===== src/hdl/b64_pkg.sv =====
package b64_pkg;

  localparam logic MODE_ENCODE = 1'b0;
  localparam logic MODE_DECODE = 1'b1;

  localparam int unsigned GROUP_MAX = 4;
  localparam int unsigned CNT_W     = 3;

  localparam logic [7:0] CH_UPPER_A = 8'h41;
  localparam logic [7:0] CH_UPPER_Z = 8'h5A;
  localparam logic [7:0] CH_LOWER_A = 8'h61;
  localparam logic [7:0] CH_LOWER_Z = 8'h7A;
  localparam logic [7:0] CH_DIGIT_0 = 8'h30;
  localparam logic [7:0] CH_DIGIT_9 = 8'h39;
  localparam logic [7:0] CH_PLUS    = 8'h2B;
  localparam logic [7:0] CH_SLASH   = 8'h2F;
  localparam logic [7:0] CH_PAD     = 8'h3D;
  localparam logic [7:0] CH_LF      = 8'h0A;
  localparam logic [7:0] CH_CR      = 8'h0D;

  localparam logic [5:0] VAL_LOWER_BASE = 6'd26;
  localparam logic [5:0] VAL_DIGIT_BASE = 6'd52;
  localparam logic [5:0] VAL_PLUS       = 6'd62;
  localparam logic [5:0] VAL_SLASH      = 6'd63;

  typedef struct packed {
    logic [7:0] data;
    logic       valid;
    logic       last;
    logic       bad;
  } result_t;

  typedef struct packed {
    logic [CNT_W-1:0]           cnt;
    result_t [GROUP_MAX-1:0]    res;
  } group_t;

  typedef struct packed {
    logic       ok;
    logic [5:0] val;
  } dec_t;

  function automatic logic [7:0] enc_char(input logic [5:0] v);
    logic [7:0] c;
    if (v < VAL_LOWER_BASE) begin
      c = CH_UPPER_A + {2'b00, v};
    end else if (v < VAL_DIGIT_BASE) begin
      c = CH_LOWER_A + {2'b00, v - VAL_LOWER_BASE};
    end else if (v < VAL_PLUS) begin
      c = CH_DIGIT_0 + {2'b00, v - VAL_DIGIT_BASE};
    end else if (v == VAL_PLUS) begin
      c = CH_PLUS;
    end else begin
      c = CH_SLASH;
    end
    return c;
  endfunction

  function automatic dec_t dec_char(input logic [7:0] c);
    dec_t d;
    d.ok  = 1'b1;
    d.val = '0;
    if (c >= CH_UPPER_A && c <= CH_UPPER_Z) begin
      d.val = 6'(c - CH_UPPER_A);
    end else if (c >= CH_LOWER_A && c <= CH_LOWER_Z) begin
      d.val = 6'(c - CH_LOWER_A) + VAL_LOWER_BASE;
    end else if (c >= CH_DIGIT_0 && c <= CH_DIGIT_9) begin
      d.val = 6'(c - CH_DIGIT_0) + VAL_DIGIT_BASE;
    end else if (c == CH_PLUS) begin
      d.val = VAL_PLUS;
    end else if (c == CH_SLASH) begin
      d.val = VAL_SLASH;
    end else begin
      d.ok = 1'b0;
    end
    return d;
  endfunction

endpackage


===== src/hdl/b64_core.sv =====
module b64_core (
  input  logic            clk,
  input  logic            rst_n,
  input  logic            mode,
  input  logic            clear,
  input  logic            advance,
  input  logic [7:0]      item_data,
  input  logic            item_last,
  output b64_pkg::group_t grp
);
  import b64_pkg::*;

  logic [1:0] pos_r, pos_nxt;
  logic [5:0] carry_r, carry_nxt;

  always_comb begin
    group_t     g;
    dec_t       d;
    logic [1:0] p;
    logic [5:0] cy;
    g  = '0;
    d  = dec_char(item_data);
    p  = pos_r;
    cy = carry_r;
    if (mode == MODE_ENCODE) begin
      unique case (pos_r)
        2'd1: begin
          g.res[0] = '{data: enc_char({carry_r[1:0], item_data[7:4]}), valid: 1'b1,
                       last: 1'b0, bad: 1'b0};
          g.cnt = 3'd1;
          cy = {2'b00, item_data[3:0]};
          p  = 2'd2;
          if (item_last) begin
            g.res[1] = '{data: enc_char({item_data[3:0], 2'b00}), valid: 1'b1,
                         last: 1'b0, bad: 1'b0};
            g.res[2] = '{data: CH_PAD, valid: 1'b1, last: 1'b0, bad: 1'b0};
            g.cnt = 3'd3;
          end
        end
        2'd2: begin
          g.res[0] = '{data: enc_char({carry_r[3:0], item_data[7:6]}), valid: 1'b1,
                       last: 1'b0, bad: 1'b0};
          g.res[1] = '{data: enc_char(item_data[5:0]), valid: 1'b1,
                       last: 1'b0, bad: 1'b0};
          g.cnt = 3'd2;
          cy = '0;
          p  = 2'd0;
        end
        default: begin
          g.res[0] = '{data: enc_char(item_data[7:2]), valid: 1'b1,
                       last: 1'b0, bad: 1'b0};
          g.cnt = 3'd1;
          cy = {4'b0000, item_data[1:0]};
          p  = 2'd1;
          if (item_last) begin
            g.res[1] = '{data: enc_char({item_data[1:0], 4'b0000}), valid: 1'b1,
                         last: 1'b0, bad: 1'b0};
            g.res[2] = '{data: CH_PAD, valid: 1'b1, last: 1'b0, bad: 1'b0};
            g.res[3] = '{data: CH_PAD, valid: 1'b1, last: 1'b0, bad: 1'b0};
            g.cnt = 3'd4;
          end
        end
      endcase
    end else begin
      if (!d.ok) begin
        // skip pad and line breaks; anything else is flagged, state holds
        if (!(item_data == CH_PAD || item_data == CH_LF || item_data == CH_CR)) begin
          g.res[0] = '{data: 8'h00, valid: 1'b0, last: 1'b0, bad: 1'b1};
          g.cnt = 3'd1;
        end
      end else begin
        unique case (pos_r)
          2'd0: begin
            cy = d.val;
            p  = 2'd1;
          end
          2'd1: begin
            g.res[0] = '{data: {carry_r, d.val[5:4]}, valid: 1'b1, last: 1'b0, bad: 1'b0};
            g.cnt = 3'd1;
            cy = {2'b00, d.val[3:0]};
            p  = 2'd2;
          end
          2'd2: begin
            g.res[0] = '{data: {carry_r[3:0], d.val[5:2]}, valid: 1'b1,
                         last: 1'b0, bad: 1'b0};
            g.cnt = 3'd1;
            cy = {4'b0000, d.val[1:0]};
            p  = 2'd3;
          end
          default: begin
            g.res[0] = '{data: {carry_r[1:0], d.val}, valid: 1'b1, last: 1'b0, bad: 1'b0};
            g.cnt = 3'd1;
            cy = '0;
            p  = 2'd0;
          end
        endcase
      end
      if (item_last && g.cnt == '0) begin
        g.res[0] = '{data: 8'h00, valid: 1'b0, last: 1'b0, bad: 1'b0};
        g.cnt = 3'd1;
      end
    end
    if (item_last) begin
      for (int i = 0; i < GROUP_MAX; i++) begin
        g.res[i].last = (CNT_W'(i) == g.cnt - 3'd1);
      end
      p  = '0;
      cy = '0;
    end
    grp       = g;
    pos_nxt   = p;
    carry_nxt = cy;
  end

  always_ff @(posedge clk) begin
    if (!rst_n || clear) begin
      pos_r   <= '0;
      carry_r <= '0;
    end else if (advance) begin
      pos_r   <= pos_nxt;
      carry_r <= carry_nxt;
    end
  end

endmodule


===== src/hdl/b64_outq.sv =====
module b64_outq (
  input  logic             clk,
  input  logic             rst_n,
  input  logic             load,
  input  b64_pkg::group_t  grp,
  input  logic             take,
  output logic             space,
  output logic             q_valid,
  output b64_pkg::result_t q_head
);
  import b64_pkg::*;

  result_t [GROUP_MAX-1:0] res_r;
  logic [CNT_W-1:0]        cnt_r;

  assign q_valid = (cnt_r != '0);
  assign q_head  = res_r[0];
  // room for a new group once the last queued beat leaves
  assign space   = (cnt_r == '0) || (cnt_r == CNT_W'(1) && take);

  always_ff @(posedge clk) begin
    if (!rst_n) begin
      cnt_r <= '0;
    end else if (load) begin
      cnt_r <= grp.cnt;
    end else if (take) begin
      cnt_r <= cnt_r - CNT_W'(1);
    end
  end

  always_ff @(posedge clk) begin
    if (load) begin
      res_r <= grp.res;
    end else if (take) begin
      for (int i = 0; i < GROUP_MAX - 1; i++) begin
        res_r[i] <= res_r[i+1];
      end
    end
  end

endmodule


===== src/hdl/base64_stream_codec.sv =====
// Base64 stream codec, standard alphabet.
// cfg_we/cfg_wdata write the mode (0 encode, 1 decode); every write also
// restarts the group. Write only while no beat is in flight.
// Input channel in_valid/in_ready carries one byte or character per beat
// with in_last_in closing the message. Output channel out_valid/out_ready
// carries result beats: data, data_valid, last_out and bad_char.
// The first result of an input beat passes through the input register,
// then the result buffer, before the output presents it.
// Throughput: one input beat per cycle while each beat yields at most one
// result and the receiver is ready; a beat with more results holds the
// input, since the result buffer drains one beat per cycle while out_ready
// is high.
// Reset (rst_n low, synchronous) empties both registers and selects encode.
// A stalled receiver holds the result buffer; one further input beat waits
// in the input register, then in_ready drops until the buffer frees.
module base64_stream_codec (
  input  logic       clk,
  input  logic       rst_n,
  input  logic       cfg_we,
  input  logic       cfg_wdata,
  input  logic       in_valid,
  output logic       in_ready,
  input  logic [7:0] in_data_in,
  input  logic       in_last_in,
  output logic       out_valid,
  input  logic       out_ready,
  output logic [7:0] out_data_out,
  output logic       out_data_valid,
  output logic       out_last_out,
  output logic       out_bad_char
);
  import b64_pkg::*;

  logic       mode_r;
  logic       item_vld_r;
  logic [7:0] item_data_r;
  logic       item_last_r;

  group_t  grp;
  result_t head;
  logic    space;
  logic    take;
  logic    advance;
  logic    load;

  // mode register
  always_ff @(posedge clk) begin
    if (!rst_n) begin
      mode_r <= MODE_ENCODE;
    end else if (cfg_we) begin
      mode_r <= cfg_wdata;
    end
  end

  // an item with no results retires at once; otherwise it waits for buffer room
  assign take     = out_valid && out_ready;
  assign advance  = item_vld_r && ((grp.cnt == '0) || space);
  assign load     = advance && (grp.cnt != '0);
  assign in_ready = !item_vld_r || advance;

  always_ff @(posedge clk) begin
    if (!rst_n) begin
      item_vld_r <= 1'b0;
    end else if (in_valid && in_ready) begin
      item_vld_r <= 1'b1;
    end else if (advance) begin
      item_vld_r <= 1'b0;
    end
  end

  // hold the payload of the pending beat
  always_ff @(posedge clk) begin
    if (in_valid && in_ready) begin
      item_data_r <= in_data_in;
      item_last_r <= in_last_in;
    end
  end

  b64_core u_core (
    .clk       (clk),
    .rst_n     (rst_n),
    .mode      (mode_r),
    .clear     (cfg_we),
    .advance   (advance),
    .item_data (item_data_r),
    .item_last (item_last_r),
    .grp       (grp)
  );

  b64_outq u_outq (
    .clk     (clk),
    .rst_n   (rst_n),
    .load    (load),
    .grp     (grp),
    .take    (take),
    .space   (space),
    .q_valid (out_valid),
    .q_head  (head)
  );

  assign out_data_out   = head.data;
  assign out_data_valid = head.valid;
  assign out_last_out   = head.last;
  assign out_bad_char   = head.bad;

endmodule

===== config.mk =====
export PLATFORM = sky130hd
export DESIGN_NAME = base64_stream_codec
export DESIGN_NICKNAME = d
export VERILOG_FILES = /design/src/hdl/b64_pkg.sv /design/src/hdl/b64_core.sv /design/src/hdl/b64_outq.sv /design/src/hdl/base64_stream_codec.sv
export SDC_FILE = /design/constraint.sdc
export NUM_CORES = 1
export LEC_CHECK = 0
export BUFFER_PORTS_ARGS = -buffer_cell sky130_fd_sc_hd__buf_4
export CORE_ASPECT_RATIO = 0.5
export CORE_UTILIZATION = 45
export CTS_CLUSTER_DIAMETER = 40
export DETAILED_ROUTE_END_ITERATION = 7
export HOLD_SLACK_MARGIN = 0.05
export PLACE_DENSITY_LB_ADDON = 0.25
export SYNTH_ARGS = -nofsm -noshare
export SYNTH_HDL_FRONTEND = slang
export SYNTH_SLANG_ARGS = --single-unit
export TNS_END_PERCENT = 20

===== constraint.sdc =====
create_clock -name clk -period 5.1 [get_ports clk]
set_input_delay 1.02 -clock clk [delete_from_list [all_inputs] [get_ports clk]]
set_output_delay 1.02 -clock clk [all_outputs]
set_load 0.01 [all_outputs]

==> impl_metrics.tcl <==
set metrics [dict create \
    grt_pass1_wl_um 26400 \
    worstSkewPairLatency_ns 0.30 \
    cpPeakStageDelay_ns 0.56 \
    synth_area_mm2 0.00534 \
    gp_congestion 0.932 \
    met2_usage 0.404 \
    area_growth_pct 8.71 \
    tritoncts "built" \
    drv_slew 0 \
    fin_nets 725 \
    synth_top_area_cell "edfxtp_1" \
    worst_pin_slew_ns 1.15 \
    path_max_fanout 8 \
    drtAntennaViolNets 0 \
    setup_violations 0 \
    grt_use_met3 0.0699 \
    cp-end-kind "output port" \
    synth_nets 724 \
    dp_hpwl_um 12800 \
    synthTopCellsByArea "edfxtp_1 (19%), ha_1 (13%), xnor2_1 (5.9%), nand2_1 (5.3%), dfxtp_1 (4.9%)" \
    drcViolationCount 0 \
    seq_area_frac_synth 0.240 \
    clockBufferDepth 2 \
    timing.hold.worst.class "reg -> reg" \
    num_io_pins 28 \
    antenna_found_initial 0 \
    cp_common_cell "ha_1" \
    finalClockSkew_ns 0.0112 \
    required_ns 4.08 \
    switching_share 0.407 \
    path_clk_slew_ns 0.08 \
    routed_wl_um 16900 \
    die_w_um 156 \
    syn_inst 654 \
    grt_pass1_vias 4562 \
    cp_cell_sequence "clkinv_1 -> ha_1 -> nand2_1 -> o221ai_1 -> o211a_1 -> or3_1 -> mux2_4 -> a21oi_2 -> nor2_1 -> ha_1 -> nand2b_1 -> or2_2 -> buf_4" \
    arrival_ns 3.88 \
    synth_ff_type "edfxtp_1" \
    busiest_layer "met1" \
    fill_cells 1116 \
    fin_crit_ns 4.90 \
    p_seq_frac 0.333 \
    drive_above_1_share 0.105 \
    fmax_ghz 0.204 \
    firstDrtPassIters 5 \
    crit_slowest_cell "edfxtp_1" \
    grt_max_degree 29 \
    synth_edf_count 34 \
    netlist-cell-type-count 72 \
    status "finished, final reports clean" \
    cp-start-kind "flop" \
    row_count 27 \
    avgSynthCellArea_um2 8.17 \
    grt_use_met1 0.431 \
    final_util 0.515 \
    track_usage 0.283 \
    finalSetupTns_ns 0 \
    vias_per_cell 6.26 \
    internal_power_mw 1.14 \
    diodes 0 \
    max-slew-margin-rel 0.233 \
    synth_common_cells "nand2_1 (75), ha_1 (55), a21oi_1 (43), o21ai_0 (43), xnor2_1 (36)" \
    cts.sinks 47 \
    cp_num_buf_inv 2 \
    num_vias 5100 \
    ctsHoldBuffers 0 \
    cts-htree-levels 2 \
    ir_worst_vdd_uv 196 \
    power_leakage_nw 2.25 \
    coreArea_mm2 0.0113 \
    routedWlPerCell_um 20.7 \
    hold_viol_final 0 \
    synth_warnings 0 \
    powerDensity_mw_per_mm2 330 \
    numCtsBuffers 5 \
    numPortBuffers 27 \
    yosysMostFrequentCell "nand2_1" \
    die_y_um 79.1 \
    period_share 0.960 \
    p_sw_uw 781 \
    start_util 0.474 \
    r2r_slack_ns 0.48 \
    cpLargestDelayFamily "simple AND/OR/NAND/NOR gates" \
    cts-root-buf "clkbuf_16" \
    grt_overflow 0 \
    post_cts_resized 0 \
    synthArstFlopShare 0 \
    crit_type "reg -> out" \
    post-cts-setup-buffers 0 \
    first_iter_violations 579 \
    pwr-share-comb 0.465 \
    ys_ff_latch 47 \
    p_clk_frac 0.202 \
    die_area_mm2 0.0123 \
    max_cap_viol_count 0 \
    synth_top_area_share 0.191 \
    rsz0062_at_grt "no" \
]
==> path summary, 6_finish.rpt <==
kind | startpoint | endpoint | cells past startpoint
setup / recovery | item_data_r[4] | in_ready | 13
hold / removal | u_core.carry_r[5] | u_core.carry_r[5] | 2
setup reg to reg | item_data_r[4] | u_outq.q_head[5] | 17
hold reg to reg | u_core.carry_r[5] | u_core.carry_r[5] | 2
==> worst reg2reg max path, cell delays in order, from the launching register on <==
cell and delay (ns):
edfxtp_1 0.56, clkinv_1 0.32, ha_1 0.35, nand2_1 0.09
o221ai_1 0.16, o211a_1 0.23, or3_1 0.43, mux2_4 0.33
a21oi_2 0.18, nor2_1 0.07, ha_1 0.26, nand2b_1 0.16
or3_1 0.36, inv_1 0.18, and3_1 0.23, and2_1 0.25
o21ai_0 0.13, o221ai_1 0.17
==> power by group through the flow <==
stage	Sequential [mW]	Clock, mW	Combinational (mW)
floorplan	0.628	0	0.624
global placement	0.643	0	0.875
detailed placement	0.647	0	0.879
CTS	0.638	0.386	0.884
global route	0.651	0.400	0.973
finish	0.639	0.387	0.893
==> stage by stage <==
stage / worst slack (ns) / hold WS (ns) / area, um^2 / total power, mW / instances
final: 0.202 / 0.482 / 5810 / 1.92 / 815
after CTS: 0.275 / 0.484 / 5810 / 1.91 / 815
after global routing: 0.0558 / 0.507 / 5810 / 2.02 / 815
after global placement: 0.640 / 0.457 / 5640 / 1.52 / 807
after detailed placement: 0.597 / 0.472 / 5640 / 1.53 / 807
after floorplan: 0.558 / 0.432 / 5340 / 1.25 / 654
==> flip-flops by register name, indices dropped and copies added, names as in the netlist <==
name	cells
item_data_r	8
item_last_r	1
item_vld_r	1
mode_r	1
u_core.carry_r	6
u_core.pos_r	2
u_outq.cnt_r	3
u_outq.q_head	11
u_outq.res_r	14
==> placed cells by master (no fill, tap or decap), types with 4 or more instances in the layout <==
cell       netlist  final
a211oi_1        13     13
a21boi_0         4      4
a21o_1           6      6
a21oi_1         43     43
a221o_1          7      7
a221oi_1         6      6
a22oi_1          5      5
a31oi_1          7      7
a32o_1           6      6
and2_1           4      4
and3_1           8      8
buf_4            8     48
clkbuf_16        0      6
dfxtp_1         13     13
edfxtp_1        34     34
ha_1            55     55
inv_1           23     23
mux2i_1          6      6
nand2_1         75     75
nand2b_1        12     12
nand3_1         16     16
nand4_1          9      9
nor2_1          34     34
nor2b_1         15     15
nor3_1           9      9
nor3b_1          6      6
o211a_1          4      4
o211ai_1        11     11
o21ai_0         43     43
o22ai_1          4      4
o31ai_1          6      6
or3_1            9      9
xnor2_1         36     36
xor2_1          18     18
==> per-layer routing <==
layer,routed length (um),share of wire,vias to the layer above
met4,147,0.0087,0
met1,8110,0.48,2421
met3,1950,0.12,18
li1,-,-,2386
met2,6680,0.40,275
met5,0,0,-
==> kinds of logic (layout without fill, tap and decap cells) <==
logic type / after synthesis / count (layout) / synth area share
DFF: 47 / 47 / 0.240
adders and majority gates: 55 / 55 / 0.129
AOI/OAI and AO/OA: 199 / 199 / 0.264
buffers and inverters: 79 / 81 / 0.0665
xor gates and xnor gates: 54 / 54 / 0.0885
and+or+nand+nor: 213 / 213 / 0.198
muxes: 7 / 7 / 0.0140
==> final cells by class <==
class                   instances  area (um^2)  area share
clock buffers                   6          150      0.0258
clock inverters                 2         17.5     0.00302
inverters                      25         93.8      0.0162
multi-input cells             528         3710       0.638
flip-flops and latches         47         1280       0.221
well taps                     159          199      0.0342
repair buffers                 48          360      0.0620
Note: power is estimated with default switching activity, not from simulation.
